`src/rtl/core/spq_pkg.sv`:
```
`timescale 1ns / 1ps
`default_nettype none
// ----------------------------------------------------------------------------
// spq_pkg
// shared types and codes for the sorted priority queue
// ----------------------------------------------------------------------------
package spq_pkg;

    localparam logic OP_PUSH = 1'b0;
    localparam logic OP_POP  = 1'b1;

    localparam logic [1:0] STATUS_OK    = 2'd0;
    localparam logic [1:0] STATUS_FULL  = 2'd1;
    localparam logic [1:0] STATUS_EMPTY = 2'd2;

    typedef struct packed {
        logic push;
        logic pop;
    } cell_ctrl_t;

endpackage
`default_nettype wire

```
`src/rtl/core/spq_cell.sv`:
```
`timescale 1ns / 1ps
`default_nettype none
// ----------------------------------------------------------------------------
// spq_cell
// one slot of the sorted chain: compares against the incoming key and
// shifts with its neighbors on push and pop
// ----------------------------------------------------------------------------
module spq_cell
    import spq_pkg::*;
#(
    parameter int KEY_WIDTH = 32
)
(
    input  wire                         clk,
    input  cell_ctrl_t                  ctrl,
    input  wire                         occupied,
    input  wire signed [KEY_WIDTH-1:0]  new_key,
    input  wire                         prev_stay,
    input  wire signed [KEY_WIDTH-1:0]  prev_key,
    input  wire signed [KEY_WIDTH-1:0]  next_key,
    output logic signed [KEY_WIDTH-1:0] key_out,
    output logic                        stay
);

    logic signed [KEY_WIDTH-1:0] key_reg;
    logic signed [KEY_WIDTH-1:0] key_next;

    // stored key is greater or equal, so it keeps its place
    assign stay    = occupied && !(key_reg < new_key);
    assign key_out = key_reg;

    always_comb
    begin
        key_next = key_reg;
        if (ctrl.push && !stay)
        begin
            key_next = prev_stay ? new_key : prev_key;
        end
        else if (ctrl.pop)
        begin
            key_next = next_key;
        end
    end

    always_ff @(posedge clk)
    begin
        key_reg <= key_next;
    end

endmodule
`default_nettype wire

```
`src/rtl/core/sorted_priority_queue.sv`:
```
`timescale 1ns / 1ps
`default_nettype none
// ----------------------------------------------------------------------------
// sorted_priority_queue
// bounded priority queue of signed keys held in descending order in a chain
// of compare-and-shift cells
// ----------------------------------------------------------------------------
// result: registered in the cycle after the input transfer
// throughput: one push or pop per cycle while the input is not stalled; the cells compare in parallel
// input is stalled only while a result waits and the output is stalled
// reset clears the entry count and the output valid register; key cells are not reset
// ----------------------------------------------------------------------------
module sorted_priority_queue
    import spq_pkg::*;
#(
    parameter int CAPACITY  = 16,
    parameter int KEY_WIDTH = 32
)
(
    input  wire                                clk,
    input  wire                                rst_n,
    input  wire                                in_valid,
    output logic                               in_stall,
    input  wire                                op,
    input  wire signed [KEY_WIDTH-1:0]         key,
    output logic                               out_valid,
    input  wire                                out_stall,
    output logic signed [KEY_WIDTH-1:0]        popped_key,
    output logic                               popped_valid,
    output logic [1:0]                         status,
    output logic [$clog2(CAPACITY+1)-1:0]      occupancy
);

    localparam int CW = $clog2(CAPACITY + 1);

    logic [CW-1:0]               count_reg;
    logic [CW-1:0]               count_next;
    logic                        out_valid_reg;
    logic signed [KEY_WIDTH-1:0] popped_key_reg;
    logic signed [KEY_WIDTH-1:0] popped_key_next;
    logic                        popped_valid_reg;
    logic                        popped_valid_next;
    logic [1:0]                  status_reg;
    logic [1:0]                  status_next;

    logic                        accept;
    logic                        full;
    logic                        empty;
    cell_ctrl_t                  ctrl;

    logic signed [KEY_WIDTH-1:0] cell_key  [CAPACITY];
    logic                        cell_stay [CAPACITY];

    assign in_stall = out_valid_reg && out_stall;
    assign accept   = in_valid && !in_stall;
    assign full     = (count_reg == CW'(CAPACITY));
    assign empty    = (count_reg == '0);

    assign ctrl.push = accept && (op == OP_PUSH) && !full;
    assign ctrl.pop  = accept && (op == OP_POP) && !empty;

    genvar i;
    generate
        for (i = 0; i < CAPACITY; i++)
        begin : g_cell
            logic                        prev_stay;
            logic signed [KEY_WIDTH-1:0] prev_key;
            logic signed [KEY_WIDTH-1:0] next_key;

            if (i == 0)
            begin : g_head
                assign prev_stay = 1'b1;
                assign prev_key  = key;
            end
            else
            begin : g_body
                assign prev_stay = cell_stay[i-1];
                assign prev_key  = cell_key[i-1];
            end

            if (i == CAPACITY - 1)
            begin : g_tail
                assign next_key = cell_key[i];
            end
            else
            begin : g_link
                assign next_key = cell_key[i+1];
            end

            spq_cell #(
                .KEY_WIDTH (KEY_WIDTH)
            ) u_cell (
                .clk       (clk),
                .ctrl      (ctrl),
                .occupied  (CW'(i) < count_reg),
                .new_key   (key),
                .prev_stay (prev_stay),
                .prev_key  (prev_key),
                .next_key  (next_key),
                .key_out   (cell_key[i]),
                .stay      (cell_stay[i])
            );
        end
    endgenerate

    always_comb
    begin
        count_next        = count_reg;
        popped_key_next   = '0;
        popped_valid_next = 1'b0;
        status_next       = STATUS_OK;
        if (op == OP_PUSH)
        begin
            if (full)
            begin
                status_next = STATUS_FULL;
            end
            else
            begin
                count_next = count_reg + CW'(1);
            end
        end
        else
        begin
            if (empty)
            begin
                status_next = STATUS_EMPTY;
            end
            else
            begin
                count_next        = count_reg - CW'(1);
                popped_key_next   = cell_key[0];
                popped_valid_next = 1'b1;
            end
        end
    end

    always_ff @(posedge clk or negedge rst_n)
    begin
        if (!rst_n)
        begin
            count_reg     <= '0;
            out_valid_reg <= 1'b0;
        end
        else
        begin
            if (accept)
            begin
                count_reg     <= count_next;
                out_valid_reg <= 1'b1;
            end
            else if (!out_stall)
            begin
                out_valid_reg <= 1'b0;
            end
        end
    end

    always_ff @(posedge clk)
    begin
        if (accept)
        begin
            popped_key_reg   <= popped_key_next;
            popped_valid_reg <= popped_valid_next;
            status_reg       <= status_next;
        end
    end

    assign out_valid    = out_valid_reg;
    assign popped_key   = popped_key_reg;
    assign popped_valid = popped_valid_reg;
    assign status       = status_reg;
    assign occupancy    = count_reg;

    a_count_bound: assert property (@(posedge clk) disable iff (!rst_n)
        count_reg <= CW'(CAPACITY))
        else $error("entry count above capacity");

    a_head_order: assert property (@(posedge clk) disable iff (!rst_n)
        count_reg >= CW'(2) |-> cell_key[0] >= cell_key[1])
        else $error("head cells out of order");

    a_pop_count: assert property (@(posedge clk) disable iff (!rst_n)
        ctrl.pop |=> count_reg == $past(count_reg) - CW'(1))
        else $error("pop did not decrement count");

    a_popped_ok: assert property (@(posedge clk) disable iff (!rst_n)
        out_valid_reg && popped_valid_reg |-> status_reg == STATUS_OK)
        else $error("popped key with error status");

    a_result_held: assert property (@(posedge clk) disable iff (!rst_n)
        out_valid_reg && out_stall |=> out_valid_reg && $stable(count_reg))
        else $error("stalled result lost");

endmodule
`default_nettype wire

```
`config.mk`:
```
export PLATFORM = sky130hd
export DESIGN_NAME = sorted_priority_queue
export DESIGN_NICKNAME = d
export VERILOG_FILES = /design/src/rtl/core/spq_pkg.sv /design/src/rtl/core/spq_cell.sv /design/src/rtl/core/sorted_priority_queue.sv
export SDC_FILE = /design/constraint.sdc
export NUM_CORES = 2
export LEC_CHECK = 0
export BUFFER_PORTS_ARGS = -buffer_cell sky130_fd_sc_hd__buf_2
export CORE_ASPECT_RATIO = 0.8
export CORE_MARGIN = 8
export CORE_UTILIZATION = 55
export DETAILED_ROUTE_END_ITERATION = 12
export GPL_ROUTABILITY_DRIVEN = 0
export PLACE_DENSITY = 0.71
export SLEW_MARGIN = 0
export SYNTH_ARGS = -nofsm -noshare
export SYNTH_HDL_FRONTEND = slang
export SYNTH_SLANG_ARGS = --single-unit
export TNS_END_PERCENT = 20
```
`constraint.sdc`:
```
create_clock -name clk -period 5.93 [get_ports clk]
set_clock_uncertainty 0.05 [all_clocks]
set_input_delay 0 -clock clk [delete_from_list [all_inputs] [get_ports clk]]
set_output_delay 0 -clock clk [all_outputs]
set_load 0.05 [all_outputs]
```
Word level (Yosys, flattened, before mapping)
Index checks and enable logic that the tools add are counted.

cells by class
  add/subtract/negate cells = 2
  $mul = 0
  divide/modulo/power cells = 0
  $lt $le $gt $ge = 32
  equal/unequal tests = 4
  shifts and indexed selects = 0
  mux-type cells = 54
  bitwise operators = 1
  reductions and logical operators = 91

operators with widths
  kind                 number
  $mux 32              45
  $lt 32x32->1         16
  $lt 4x5->1 const A   8
  $logic_and 1x1->1    38
  $logic_not 1->1      35
  $reduce_bool 2->1    15
  $lt 3x5->1 const A   4
  $mux 5               3
  $lt 1x5->1 const A   2
  $lt 2x5->1 const A   2
  $add 5x1->5 const B  1
  $eq 5x5->1 const B   1
  $logic_not 5->1      1
  $sub 5x1->5 const B  1
  $mux 1               4
  $mux 2               2
  $ne 2x2->1 const B   2
  $reduce_and 3->1     1
  $ne 2x1->1 const B   1
  $reduce_or 2->1      1
  $not 1->1            1

storage, ports and cells
  bits in registers = 553
  bits in latches = 0
  bits in writable memories = 0
  ROM bits = 0
  input port bits = 37
  output and inout bits = 42
  logic and storage cells = 205
  memories = 0

Depth between registers and ports, before layout
  depth after elaboration = 7
  depth in mapped cells = 14

By module
Synthesis repeated with hierarchy kept, for this count alone.

unflattened totals
  cell total of the unflattened synthesis = 3,727
  area, all modules = 43,431.7 um2

modules (own cells, without submodules)
  module                           instances  cells an instance  area each (um2)  sequential area each (um2)
  spq_cell (g_cell[0].u_cell ...)  15         224                2,588.7          960.9
  spq_cell (g_cell[14].u_cell)     1          224                2,733.9          960.9
  sorted_priority_queue            1          143                1,866.8          1,201.2

Worst setup path after synthesis
OpenSTA, ideal clock, no wires.

  path type = reg-to-reg
  from = register count_reg[1] (netlist: occupancy[1])
  to = register g_cell[15].u_cell.key_reg[0], enable pin
  setup time = 441 ps
  arrival time = 4,453 ps
  data required time = 5,439 ps
  slack = 986 ps
  stages on the path, launching flop included = 11
  buffers on the path = 3
  clock period less this slack = 4,944 ps
  cells stage by stage = dfrtp_1 -> inv_1 -> ha_1 -> nor3b_1 -> and2_1 -> nor3_1 -> clkbuf_1 -> clkbuf_1 -> clkbuf_1 -> nand2_1 -> a31oi_1

on the way
  cells in the longest elaborated chain, start to end = 4
  elaborated cells between the ends (all ways) = 7

RTL lines
  item                                                         line                                                      source
  start, declared                                              sorted_priority_queue.sv:36                               logic [CW-1:0] count_reg;
  start signal, assigned                                       sorted_priority_queue.sv:149                              count_reg <= count_next;
  $lt 4x5->1 / $eq 5x5->1 (equally long branches)              sorted_priority_queue.sv:95, sorted_priority_queue.sv:56
  $logic_and 1x1->1 / $logic_not 1->1 (equally long branches)  spq_cell.sv:29, sorted_priority_queue.sv:59
  $logic_not 1->1 / $logic_and 1x1->1 (equally long branches)  spq_cell.sv:35, sorted_priority_queue.sv:59
  $logic_and 1x1->1 (*)                                        spq_cell.sv:35                                            if (ctrl.push && !stay)
  end signal, assigned                                         spq_cell.sv:47                                            key_reg <= key_next;
  end, declared                                                spq_cell.sv:25                                            logic signed [KEY_WIDTH-1:0] key_reg;

Every way passes the cells marked *; elsewhere a longest branch is shown, timed or not.
A chain may end at the register's enable or synchronous reset.

Worst setup path in the final report
  from = input port key[5]
  to = register g_cell[6].u_cell.key_reg[4], enable pin

on the way
  cells in the longest elaborated chain, start to end = 6

RTL lines
  item                                line                         source
  start, declared                     sorted_priority_queue.sv:25  input wire signed [KEY_WIDTH-1:0] key,
  $lt 32x32->1                        spq_cell.sv:29               assign stay = occupied && !(key_reg < new_key);
  $logic_not 1->1                     spq_cell.sv:29
  $logic_and 1x1->1                   spq_cell.sv:29
  $logic_not 1->1                     spq_cell.sv:35
  $logic_and 1x1->1                   spq_cell.sv:35
  $reduce_bool 2->1 (no source line)  -
  end signal, assigned                spq_cell.sv:47
  end, declared                       spq_cell.sv:25

Every way passes these cells.

==> results.toml <==
[run_status]
status = "completed"

[critical_path]
critPathRequiredTime_ns = 6.14
startpoint_type = "primary input"
critPathKind = "in -> reg"
reg2reg_to = "g_cell[0].u_cell.key_out[0]"
reg2reg_slack_ns = 1.66
endpoint_kind = "flip-flop"
reg2reg_from = "g_cell[0].u_cell.key_out[31]"
cp.arrival_ns = 4.79
crit_fanout = 33
rr_worst_depth = 9

[detailed_routing]
vias_per_cell = 6.646
wirelength_um = 113700
num_vias = 32118
final_antenna_net_count = 0
wire_per_inst_um = 23.52
first_iter_violations = 3541
drc = 0
drt_first_pass_iters = 7

[cts]
cts_sinks = 553
cts_made_buffers = 58
cts-root-buf = "clkbuf_16"
clock_latency_ns = 0.64
cts_tree = "built"
clockBufferDepth = 3
clk_pin_slew_ns = 0.06
post-cts-setup-buffers = 0
cts-htree-levels = 2

[synth]
yosysSeqAreaShare = 0.4210
ys_async_sr_fraction = 0.01085
yosys_warnings = 0
synth_top_area_share = 0.4172
syn_nets = 4422
synth.area.top_cells = "edfxtp_1 42%, ha_1 16%, a21oi_1 12%, mux2i_1 10%, nand2_1 2.2%"
ys_seq_elements = 553
synth_area_mm2 = 0.03937
syn_area_per_cell_um2 = 10.13
yosys_most_used_dff = "edfxtp_1"
synth_edf_count = 547
netlist_instances = 3886
yosysTopAreaCell = "edfxtp_1"
yosysUniqueCellTypes = 56

[final_layout]
drive_above_1_share = 0.07874
fin_util = 0.6072
largest_reg_flops = 512
layout_common_cells = "968 x a21oi_1, 547 x edfxtp_1, 499 x ha_1"
fillers = 5939
area_growth_pct = 8.949
diodes = 0
nets = 4389
final_common_cell = "a21oi_1"

[power]
peakVddDrop_v = 0.0002643
cellLeakagePower_nw = 17.81
power_density_mw_per_mm2 = 391.9

[floorplanning]
die_h_um = 255.3
dieWidth_um = 315.1
num_rows = 87
coreArea_mm2 = 0.07065
pin_count = 79
initial_core_util = 0.5573
die-area_mm2 = 0.08046

[sta]
setup_violations = 0
min_period_ns = 4.586
drv_slew = 0
fmax_ghz = 0.2181
worst_pin_slew_ns = 1.061
finalSetupTns_ns = 0
fin_crit_sh = 0.7734
finalHoldViolCount = 0
grt_setup_unrepaired = "false"
relSlewSlack = 0.2891

[hold_path]
hold_path.startpoint = "op"
min_to = "status[0]"
whs_path_depth = 3
hold_path_class = "in -> reg"

[grt]
grt_pass1_vias = 31436
grt_pass1_wl_um = 179100
grt_max_degree = 155
grt-ovfl-total = 0
grt_use_total = 0.2718
grt_antenna_before_repair = 1

[run]
cap_violations = 0

[place]
numPortBuffers = 78
dp_hpwl_um = 81390
[power by group]
part           internal (mW)  switching, mW  total, mW
logic                   2.58           4.45       7.03
registers               5.37          0.634       6.00
clock network           2.15           1.63       3.78
[critical path, cell delays in order]
cell and delay, ns:
dlygate4sd3_1 0.51, buf_2 0.35, inv_1 0.38, buf_4 0.28, ha_1 0.30, a211oi_1 0.24, nor2_1 0.08, a211oi_1 0.46
o211ai_1 0.28, a21oi_1 0.41, mux2i_4 0.30, and2_1 0.15, buf_4 0.38, nand2b_1 0.17, buf_4 0.45
[stage by stage]
stage / setup slack, ns / hold slack [ns] / cells / power, mW / cell area [um2]
5_1_grt: 1.147 / 0.3071 / 4833 / 17.72 / 42900
2_1_floorplan: 0.9863 / -0.3456 / 3886 / 11.02 / 39370
4_1_cts: 1.490 / 0.2420 / 4833 / 16.71 / 42900
3_3_place_gp: 1.463 / -0.2157 / 4689 / 12.70 / 40630
6_report: 1.344 / 0.2806 / 4833 / 16.81 / 42900
3_5_place_dp: 1.384 / -0.2155 / 4689 / 12.89 / 40630
[cell usage after synthesis, types with 3 or more instances]
library cell and instances:
a21oi_1 968, edfxtp_1 547, ha_1 499, mux2i_1 396
nand2_1 232, clkbuf_1 218, o21ai_0 134, nor2_1 131
a31oi_1 104, nand3_1 64, buf_2 62, inv_1 58
a211oi_1 55, nand4_1 51, and2_1 49, nor2b_1 39
mux2_2 35, o211ai_1 27, o21ai_1 24, nand2b_1 21
a222oi_1 18, o22ai_1 18, a21o_1 17, a2111oi_0 15
nor4_1 15, nor3_1 13, a221oi_1 12, buf_1 8
dfrtp_1 6, buf_6 5, xor2_1 5, a21boi_0 3
o31ai_1 3, or2_2 3, or3_1 3
[routing by layer]
| metal | routed length (um) | GRT usage | part of all wire | vias up |
|---|---|---|---|---|
| li1 | - | - | - | 14874 |
| met1 | 51740 | 0.4024 | 0.46 | 15630 |
| met2 | 49950 | 0.4137 | 0.44 | 1432 |
| met3 | 9563 | 0.04413 | 0.084 | 180 |
| met4 | 2396 | 0.06589 | 0.021 | 2 |
| met5 | 17 | 0 | 0.00015 | - |
[final cells by class]
type                    instances  area [um2]  share of cell area
well taps                     934        1169             0.02724
clock buffers                  73        1559             0.03634
inverters                      59       221.5            0.005163
repair buffers                202        1504             0.03506
clock inverters                33       331.6            0.007730
flip-flops and latches        553       16580              0.3864
multi-input cells            2979       21540              0.5020
[logic make-up after synthesis]
logic type | share of synthesized area
and+or+nand+nor | 0.07478
muxes | 0.1110
adders and majority gates | 0.1586
buffers and inverters | 0.03686
AOI/OAI and AO/OA | 0.1963
DFF | 0.4210
xor gates and xnor gates | 0.001557
[timing repair]
action | CTS | global route
resized for setup | 0 | 0
endpoints found under the hold margin | 490 | 0
hold buffers | 38 | 0
[worst max-delay path by stage]
stage | start | endpoint | slack [ns] | cells after the start
2_1_floorplan | occupancy[1] | g_cell[15].u_cell.key_out[0] | 0.99 | 10
3_5_place_dp | key[5] | g_cell[6].u_cell.key_out[6] | 1.38 | 14
4_1_cts | key[1] | g_cell[12].u_cell.key_out[15] | 1.49 | 14
3_3_place_gp | key[5] | g_cell[6].u_cell.key_out[5] | 1.46 | 14
6_report | key[5] | g_cell[6].u_cell.key_out[4] | 1.34 | 15
5_1_grt | key[1] | g_cell[12].u_cell.key_out[19] | 1.15 | 14
(Power assumes the default switching activity.)
